<file path="src/design/rssk_pkg.sv">
// Package for the record selection sorter: field widths, default depth,
// the stored record type and the sequencer states. No dependencies.
`timescale 1ns / 1ps
package rssk_pkg;

	// Field widths of one record
	localparam int KEY_W = 30;
	localparam int TAG_W = 7;
	localparam int REC_W = KEY_W + TAG_W;

	// Default store depth
	localparam int MAX_RECORDS = 64;

	// One stored record, key in the upper bits
	typedef struct packed {
		logic [KEY_W-1:0] key;
		logic [TAG_W-1:0] tag;
	} record_t;

	// Sequencer states
	typedef enum logic [2:0] {
		ST_LOAD,
		ST_SCAN,
		ST_SWAP_A,
		ST_SWAP_B,
		ST_OUT_RD,
		ST_OUT_CAP,
		ST_OUT_HOLD
	} state_t;

endpackage

</file>
<file path="src/design/rssk_ram.sv">
// Generic single-write, single-read RAM with registered read data.
// No dependencies.
`timescale 1ns / 1ps
module rssk_ram #(
	parameter int WIDTH = 8,
	parameter int DEPTH = 64
) (
	input  logic                     clk,
	input  logic                     we,
	input  logic [$clog2(DEPTH)-1:0] waddr,
	input  logic [WIDTH-1:0]         wdata,
	input  logic [$clog2(DEPTH)-1:0] raddr,
	output logic [WIDTH-1:0]         rdata
);

	logic [WIDTH-1:0] mem_q [DEPTH];

	// write port and registered read port
	always_ff @(posedge clk) begin
		if (we) begin
			mem_q[waddr] <= wdata;
		end
		rdata <= mem_q[raddr];
	end

endmodule

</file>
<file path="src/design/record_selection_sort_by_key.sv">
// Record selection sorter top level: load store, shared compare sequencer, output register.
// Depends on rssk_pkg and rssk_ram.
//
//  channel | valid      | stall      | payload
//  --------+------------+------------+-----------------------------------------
//  records | rec_valid  | rec_stall  | sort_key, record_tag, final_record
//  sorted  | sort_valid | sort_stall | sorted_key, sorted_tag, end_of_run
//
// Loading accepts a record beat whenever rec_stall is low and writes it into the RAM. After
// the final beat the set of n records is sorted by one shared key comparator walking the
// RAM read port: pass i scans records i to n-1, then makes up to two swap writes (one RAM
// write port). Each sorted record is then read, captured and held until it is taken.
// rec_stall is high from the final beat until the last sorted beat is taken.
// Reset clears the sequencer and the record count; the RAM needs no clearing.
`timescale 1ns / 1ps
module record_selection_sort_by_key #(
	parameter int MAX_RECORDS = rssk_pkg::MAX_RECORDS
) (
	input  logic                       clk,
	input  logic                       arst_n,
	input  logic                       rec_valid,
	output logic                       rec_stall,
	input  logic [rssk_pkg::KEY_W-1:0] sort_key,
	input  logic [rssk_pkg::TAG_W-1:0] record_tag,
	input  logic                       final_record,
	output logic                       sort_valid,
	input  logic                       sort_stall,
	output logic [rssk_pkg::KEY_W-1:0] sorted_key,
	output logic [rssk_pkg::TAG_W-1:0] sorted_tag,
	output logic                       end_of_run
);

	localparam int AW = $clog2(MAX_RECORDS);
	localparam int CW = $clog2(MAX_RECORDS + 1);

	rssk_pkg::state_t  state_q, state_d;

	logic [CW-1:0]     count_q;
	logic [CW-1:0]     pass_q;
	logic [CW-1:0]     rd_ptr_q;
	logic [CW-1:0]     rd_idx_s1;
	logic              rd_vld_s1;
	logic [CW-1:0]     best_idx_q;
	rssk_pkg::record_t best_q;
	rssk_pkg::record_t head_q;
	rssk_pkg::record_t rd_rec;
	rssk_pkg::record_t wr_rec;
	logic [rssk_pkg::REC_W-1:0] ram_rdata;
	logic              ram_we;
	logic [AW-1:0]     ram_waddr;
	logic [AW-1:0]     ram_raddr;

	logic              sort_valid_q;
	logic [rssk_pkg::KEY_W-1:0] sorted_key_q;
	logic [rssk_pkg::TAG_W-1:0] sorted_tag_q;
	logic              end_of_run_q;

	logic              store_room;
	logic [CW-1:0]     count_next;
	logic              more_pass;
	logic              scan_done;
	logic              emit_last;
	logic              no_swap;

	assign rd_rec = rssk_pkg::record_t'(ram_rdata);

	// shared status terms
	assign store_room = count_q < CW'(MAX_RECORDS);
	assign count_next = store_room ? CW'(count_q + CW'(1)) : count_q;
	assign more_pass  = ({1'b0, pass_q} + (CW+1)'(2)) < {1'b0, count_q};
	assign scan_done  = rd_vld_s1 && (CW'(rd_idx_s1 + CW'(1)) == count_q);
	assign emit_last  = CW'(rd_ptr_q + CW'(1)) == count_q;
	assign no_swap    = best_idx_q == pass_q;

	rssk_ram #(
		.WIDTH (rssk_pkg::REC_W),
		.DEPTH (MAX_RECORDS)
	) u_store (
		.clk   (clk),
		.we    (ram_we),
		.waddr (ram_waddr),
		.wdata (wr_rec),
		.raddr (ram_raddr),
		.rdata (ram_rdata)
	);

	// state register
	always_ff @(posedge clk or negedge arst_n) begin
		if (!arst_n) begin
			state_q <= rssk_pkg::ST_LOAD;
		end else begin
			state_q <= state_d;
		end
	end

	// next state and RAM port control
	always_comb begin
		state_d   = state_q;
		ram_we    = 1'b0;
		ram_waddr = count_q[AW-1:0];
		ram_raddr = rd_ptr_q[AW-1:0];
		wr_rec    = '{key: sort_key, tag: record_tag};
		rec_stall = 1'b1;
		case (state_q)
			rssk_pkg::ST_LOAD: begin
				rec_stall = 1'b0;
				ram_we    = rec_valid && store_room;
				if (rec_valid && final_record) begin
					state_d = (count_next >= CW'(2)) ? rssk_pkg::ST_SCAN
					                                  : rssk_pkg::ST_OUT_RD;
				end
			end
			rssk_pkg::ST_SCAN: begin
				if (scan_done) begin
					state_d = rssk_pkg::ST_SWAP_A;
				end
			end
			rssk_pkg::ST_SWAP_A: begin
				// old head goes to the minimum's slot
				ram_we    = !no_swap;
				ram_waddr = best_idx_q[AW-1:0];
				wr_rec    = head_q;
				if (!no_swap) begin
					state_d = rssk_pkg::ST_SWAP_B;
				end else begin
					state_d = more_pass ? rssk_pkg::ST_SCAN : rssk_pkg::ST_OUT_RD;
				end
			end
			rssk_pkg::ST_SWAP_B: begin
				// minimum goes to the head of the tail
				ram_we    = 1'b1;
				ram_waddr = pass_q[AW-1:0];
				wr_rec    = best_q;
				state_d   = more_pass ? rssk_pkg::ST_SCAN : rssk_pkg::ST_OUT_RD;
			end
			rssk_pkg::ST_OUT_RD: begin
				state_d = rssk_pkg::ST_OUT_CAP;
			end
			rssk_pkg::ST_OUT_CAP: begin
				state_d = rssk_pkg::ST_OUT_HOLD;
			end
			rssk_pkg::ST_OUT_HOLD: begin
				if (!sort_stall) begin
					state_d = end_of_run_q ? rssk_pkg::ST_LOAD : rssk_pkg::ST_OUT_RD;
				end
			end
			default: begin
				state_d = rssk_pkg::ST_LOAD;
			end
		endcase
	end

	// control registers
	always_ff @(posedge clk or negedge arst_n) begin
		if (!arst_n) begin
			count_q      <= '0;
			rd_vld_s1    <= 1'b0;
			sort_valid_q <= 1'b0;
		end else begin
			rd_vld_s1 <= (state_q == rssk_pkg::ST_SCAN) && (rd_ptr_q < count_q);
			case (state_q)
				rssk_pkg::ST_LOAD: begin
					if (rec_valid) begin
						count_q <= count_next;
					end
				end
				rssk_pkg::ST_OUT_CAP: begin
					sort_valid_q <= 1'b1;
				end
				rssk_pkg::ST_OUT_HOLD: begin
					if (!sort_stall) begin
						sort_valid_q <= 1'b0;
						if (end_of_run_q) begin
							count_q <= '0;
						end
					end
				end
				default: begin
				end
			endcase
		end
	end

	// sort datapath: pointers, running minimum, output register
	always_ff @(posedge clk) begin
		rd_idx_s1 <= rd_ptr_q;
		case (state_q)
			rssk_pkg::ST_LOAD: begin
				pass_q   <= '0;
				rd_ptr_q <= '0;
			end
			rssk_pkg::ST_SCAN: begin
				if (rd_ptr_q < count_q) begin
					rd_ptr_q <= CW'(rd_ptr_q + CW'(1));
				end
				if (rd_vld_s1) begin
					if (rd_idx_s1 == pass_q) begin
						head_q     <= rd_rec;
						best_q     <= rd_rec;
						best_idx_q <= rd_idx_s1;
					end else if (best_q.key > rd_rec.key) begin
						best_q     <= rd_rec;
						best_idx_q <= rd_idx_s1;
					end
				end
			end
			rssk_pkg::ST_SWAP_A, rssk_pkg::ST_SWAP_B: begin
				if (state_q == rssk_pkg::ST_SWAP_B || no_swap) begin
					pass_q   <= CW'(pass_q + CW'(1));
					rd_ptr_q <= more_pass ? CW'(pass_q + CW'(1)) : '0;
				end
			end
			rssk_pkg::ST_OUT_CAP: begin
				sorted_key_q <= rd_rec.key;
				sorted_tag_q <= rd_rec.tag;
				end_of_run_q <= emit_last;
			end
			rssk_pkg::ST_OUT_HOLD: begin
				if (!sort_stall && !end_of_run_q) begin
					rd_ptr_q <= CW'(rd_ptr_q + CW'(1));
				end
			end
			default: begin
			end
		endcase
	end

	assign sort_valid = sort_valid_q;
	assign sorted_key = sorted_key_q;
	assign sorted_tag = sorted_tag_q;
	assign end_of_run = end_of_run_q;

endmodule
</file>
<file path="config.mk">
export PLATFORM = sky130hd
export DESIGN_NAME = record_selection_sort_by_key
export DESIGN_NICKNAME = d
export VERILOG_FILES = /design/src/design/rssk_pkg.sv /design/src/design/rssk_ram.sv /design/src/design/record_selection_sort_by_key.sv
export SDC_FILE = /design/constraint.sdc
export NUM_CORES = 2
export LEC_CHECK = 0
export ABC_AREA = 1
export BUFFER_PORTS_ARGS = -buffer_cell sky130_fd_sc_hd__clkbuf_2
export CAP_MARGIN = 5
export CORE_MARGIN = 3
export CORE_UTILIZATION = 45
export CTS_BUF_LIST = sky130_fd_sc_hd__clkbuf_8 sky130_fd_sc_hd__clkbuf_16
export DETAILED_ROUTE_END_ITERATION = 8
export PLACE_DENSITY = 0.64
export SLEW_MARGIN = 10
export SYNTH_ARGS = -nofsm -noshare
export SYNTH_HDL_FRONTEND = slang
export SYNTH_HIERARCHICAL = 1
export SYNTH_SLANG_ARGS = --single-unit
</file>
<file path="constraint.sdc">
create_clock -name clk -period 13.25 [get_ports clk]
set_clock_uncertainty 0.1 [all_clocks]
set_input_delay 0.6625 -clock clk [delete_from_list [all_inputs] [get_ports clk]]
set_output_delay 0.6625 -clock clk [all_outputs]
set_load 0.1 [all_outputs]
</file>
After elaboration in Yosys (flattened, before gate mapping). Memories as Yosys holds them, arrays and structs flattened. A register that Yosys moved wholly into a read port is not among the register bits. Index checks and enable logic that the tools add are counted.

Input port bits: 42. RAM bits: 2368. Memories: 1. Output and inout port bits: 40. Register bits: 152. Logic and storage cells: 99.

Memories: u_store.mem_q (words 64, bits a word 37, read ports 1, clocked after Yosys merged registers in 1, write ports 1, RTL line rssk_ram.sv:16) `logic [WIDTH-1:0] mem_q [DEPTH];`.

Multiplexer cells: 32. Magnitude comparators: 5. Eq/ne operators: 18. $add $sub $neg: 5. Reductions and logical operators: 23.

Operators by type and width (count): $mux W7 (11); $mux W37 (2); $pmux W37 S2 (1); $gt A30 B30 Y1 (1); $add A7 B1 Y7 const B (4); $eq A7 B7 Y1 (4); $pmux W7 S2 (2); $pmux W7 S4 (1); $mux W3 (7); $pmux W3 S7 (1); $ne A2 B2 Y1 const B (7); $pmux W6 S2 (1); $eq A3 B3 Y1 const B (3); $reduce_and A3 Y1 (3); $add A7 B2 Y8 const B (1); $lt A8 B7 Y1 (1); $reduce_and A4 Y1 (2); $reduce_bool A2 Y1 (4); $ge A7 B2 Y1 const B (1); $lt A7 B7 Y1 (1); $lt A7 B7 Y1 const B (1); $eq A3 B2 Y1 const B (2); $logic_and A1 B1 Y1 (5); $mux W1 (4); other kinds (10) (13).

Longest topological paths before layout.
Depth after elaboration: 6. Mapped depth: 16. Depth with buffers taken out: 16.

By module. Netlist, hierarchy kept.

Modules (own cells, without submodules): rssk_ram (cells each 7817, area an instance 95979.6 um^2, seq. area each 71848.9 um^2, instances 1); record_selection_sort_by_key (cells each 737, area an instance 7798.7 um^2, seq. area each 4434.3 um^2, instances 1).

Least setup slack after synthesis. No wires, ideal clock.

Kind: flip-flop to flip-flop. Start point: register state_q[2]. End point: memory u_store/mem_q[48][0] (netlist bit) (enable). Required time: 12625 ps. Library setup time: 525 ps. Data arrival time: 5705 ps. Buffers on the path: 2. Slack: 6921 ps. Stages on the path, launching flop included: 10. Period minus slack after synthesis: 6329 ps. Cell sequence: dfrtp_1 buf_6 inv_2 nand2_1 inv_1 nand3_1 nand3_1 clkbuf_1 nand4_1 nor4_1.

Longest elaborated chain between the ends: 4. Elaborated cells between the ends (all ways): 7. Those cells by class: 2 x eq/ne; 4 x mux; 1 x reduce/logical.

Ends and longest elaborated chain: start, declared (RTL line record_selection_sort_by_key.sv:36) `rssk_pkg::state_t state_q, state_d;`; start signal, assigned (RTL line record_selection_sort_by_key.sv:90) `state_q <= rssk_pkg::ST_LOAD;`; start signal, assigned (RTL line record_selection_sort_by_key.sv:92) `state_q <= state_d;`; $eq A3 B2 Y1 / $logic_not A3 Y1 (equally long branches) (RTL line record_selection_sort_by_key.sv:104) `case (state_q)`; $pmux W1 S3 (*) (RTL line record_selection_sort_by_key.sv:104); via ram_we (RTL line record_selection_sort_by_key.sv:49) `logic ram_we;`; $mux W1 (*) (RTL line rssk_ram.sv:20) `if (we) begin`; $mux W1 (implied by the code) (*) (RTL line rssk_ram.sv:21) `mem_q[waddr] <= wdata;`; end, declared (RTL line rssk_ram.sv:16).

The timed path passes the listed nets; every way through them passes the cells marked *.

==> impl_results.md <==
* Status: completed
* Via/cell ratio at 5.841
* Register share of total power at 0.551
* Total Nets Final at 8,622
* Synth-to-Final Area Change at 10.77%
* Switching portion of total power at 0.1966
* CTS sink cnt at 2,557
* Inst Count DP at 11,260
* Final instance area at 115,000 µm²
* DR vias at 68,500
* Kind of critical path: flip-flop to flip-flop
* Initial drt markers at 9,912
* Worst-Skew Late Latency at 0.93 ns
* Worst Setup Start Kind: flip-flop
* Synth Register Bits at 2,557
* Reg-to-Reg Start: rd_ptr_q[0]$_DFFE_PP_
* Crit path buf inv count at 4
* Critical Path RT at 13.99 ns
* Finished Layout Cells at 11,730
* Slew Limit Fails at 0
* Worst-path clk slew at 0.06 ns
* Yosys cell types at 43
* Most common flop cell mapped by yosys: edfxtp_1
* Sequential area share after synthesis at 0.7351
* Dpl ws at 7.910 ns
* Pwr/cell area at 139.9 nW/µm²
* Total Routing Usage GR at 0.2495
* Top-count cell post-synth: nand2_1
* Routed len/inst at 25.65 µm
* R2R Setup Slk at 7.84 ns
* Fin Hold WS at 0.1001 ns
* Post-cts resize count at 0
* Ys async rst share at 0.004693
* Net switching power at 3.162 mW
* Io pins at 82
* Warnings, synthesis at 6
* Final Hold Violating Endpoints at 0
* Fmax at 184.9 MHz
* Initial core utilization at 0.4544
* Max Fanout on Critical Path at 194
* Setup TNS at 0 ns
* Yosys top cell by area: edfxtp_1
* Syn Inst Count at 8,554
* Detail Placement HPWL at 159,800 µm
* Post-route ant nets at 0
* Synth top cells by count: 2,719 x nand2_1, 2,501 x edfxtp_1, 2,228 x nand3_1
* Int Pwr at 12.92 mW
* Final wirelength at 300,900 µm
* Placed cell area at 106,700 µm²
* DRC viols at 0
* GRT overflow at 0
* Clk root buf: clkbuf_16
* Die area at 236,400 µm²
* Worst endpoint data arrival time at 6.15 ns
* Period utilization at 0.4081
* Antenna violations before repair at 8
* # port buffers at 81
* Slowest-stage cell, CP: edfxtp_1
* Pin count of the biggest net entering global routing at 217
* H-tree depth at 5
* CP endpoint kind: flip-flop
* Max-Cap Viols at 0
* First-pass detailed-route iteration total at 7
* Slew @ Worst Pin at 1.264 ns
* Crit-path cells: buf_12 > buf_12 > buf_4 > buf_4 > nand2_1 > nand3_1 > nand3_1 > nand3_1 > nand3_1 > nand2_1 > nand2_1 > nand2_1
* Max incr delay on CP at 0.90 ns
* CP top delay family: buffers and inverters
* Slew HR at 0.1576
* First-pass GRT wire length at 436,900 µm
* Reg2Reg Capture Point: u_store/rdata[17]$_DFF_P_
* Power share of the clock group at 0.437
* Mean Syn Cell Area at 12.13 µm²
* RSZ-0062 raised after global routing: false
* Crit. Startpoint: rd_ptr_q[0]$_DFFE_PP_
* Routability cong. at 0.8686
* Core Area at 228,400 µm²
* TritonCTS clock tree: built
* Leakage at 40.62 nW
* Die Ht at 486.2 µm
* Final min period at 5.407 ns
* Die Width at 486.2 µm
* Max IR drop VDD at 104.5 µV
* Largest cells by area after synthesis: edfxtp_1 72%, nand3_1 11%, nand2_1 9.8%
* HP Class: primary input to async pin
* Share of layout cells above drive strength 1 at 0.08052
* Final count of negative-setup-slack endpoints at 0
* Worst setup margin at 7.843 ns
* CTS Buf Count at 276
* Post-synthesis net count at 8,644
* R2R depth at 12
* Clock Tree Buf Depth at 4
* FP Rows at 175
* Number of global-route vias before repair at 64,340
* EDFF count, synth at 2,501
* Top cell type's share of synthesized area at 0.7237
* Logic gate share of total power at 0.011
* Synth Cell Area at 103,800 µm²
==> placed cells by master (no fill, tap or decap), types with 38 or more instances in the layout <==
| cell type | count |
|---|---|
| nand2_1 | 2718 |
| edfxtp_1 | 2501 |
| nand3_1 | 2228 |
| clkbuf_16 | 286 |
| inv_1 | 169 |
| buf_4 | 142 |
| clkbuf_2 | 81 |
| nor2_4 | 58 |
| nor2_1 | 56 |
| ha_1 | 48 |
| dfxtp_1 | 44 |
| clkinv_1 | 42 |
| inv_2 | 38 |
==> area by class of cell <==
cell class,count,area (µm²)
antenna,2,5.005
fill,19340,113400
clock buffer,292,7239
inverter,134,553.0
clock inverter,172,913.4
timing repair buffer,241,1819
tap,3009,3765
multi-input combinational,5322,24380
sequential,2557,76280
==> flip-flops by register name (all words and copies together) (netlist names), 3 cells and up <==
signal,cells
pass_q,7
u_store/mem_q,2368
count_q,7
sorted_key,30
head_q,37
state_q,3
sorted_tag,7
u_store/rdata,37
rd_ptr_q,7
best_q,37
rd_idx_s1,7
best_idx_q,7
==> logic make-up after synthesis <==
| logic type | count (synthesis) | synth area share |
|---|---|---|
| and+or+nand+nor | 5104 | 0.2128 |
| DFF | 2557 | 0.7351 |
| buffers and inverters | 675 | 0.03473 |
| AOI/OAI and AO/OA | 145 | 0.009525 |
| adders and majority gates | 48 | 0.005787 |
| xor gates and xnor gates | 25 | 0.002110 |
==> metal layers <==
| layer | vias up | GRT usage | share of wire |
|---|---|---|---|
| li1 | 30360 | - | - |
| met1 | 33630 | 0.3588 | 0.40 |
| met2 | 4005 | 0.3749 | 0.45 |
| met3 | 505 | 0.05540 | 0.12 |
| met4 | 2 | 0.08778 | 0.034 |
| met5 | - | 0 | 0.000043 |
==> power by group through the flow <==
stage	clock network [mW]	logic [mW]	registers [mW]
4_1_cts	7.13	0.178	8.87
6_report	7.03	0.184	8.87
3_3_place_gp	0	0.172	9.04
2_1_floorplan	0	0.0584	9.04
5_1_grt	7.45	0.188	8.86
3_5_place_dp	0	0.178	9.04
==> metrics by stage <==
| stage | power, mW | utilization |
|---|---|---|
| final | 16.08 | 0.5034 |
| after global routing | 16.50 | 0.5033 |
| after CTS | 16.17 | 0.5029 |
| after detailed placement | 9.214 | 0.4671 |
| after global placement | 9.209 | 0.4670 |
| after floorplan | 9.097 | - |
==> how the worst max path moves through the flow <==
stage                                                  to  slack (ns)  cells after the start
after CTS                 u_store/mem_q[39][26]$_DFFE_PP_        7.87                      8
after detailed placement  u_store/mem_q[39][26]$_DFFE_PP_        7.91                      8
final                           u_store/rdata[17]$_DFF_P_        7.84                     12
after global placement    u_store/mem_q[38][26]$_DFFE_PP_        8.04                      8
after floorplan            u_store/mem_q[48][0]$_DFFE_PP_        6.92                      9
after global routing            u_store/rdata[15]$_DFF_P_        7.57                     12
==> timing repair <==
action / CTS / global route
buffers inserted: 0 / 0
endpoints found under the hold margin: 15 / 0
hold buffers: 2 / 0
(Power assumes the default switching activity.)
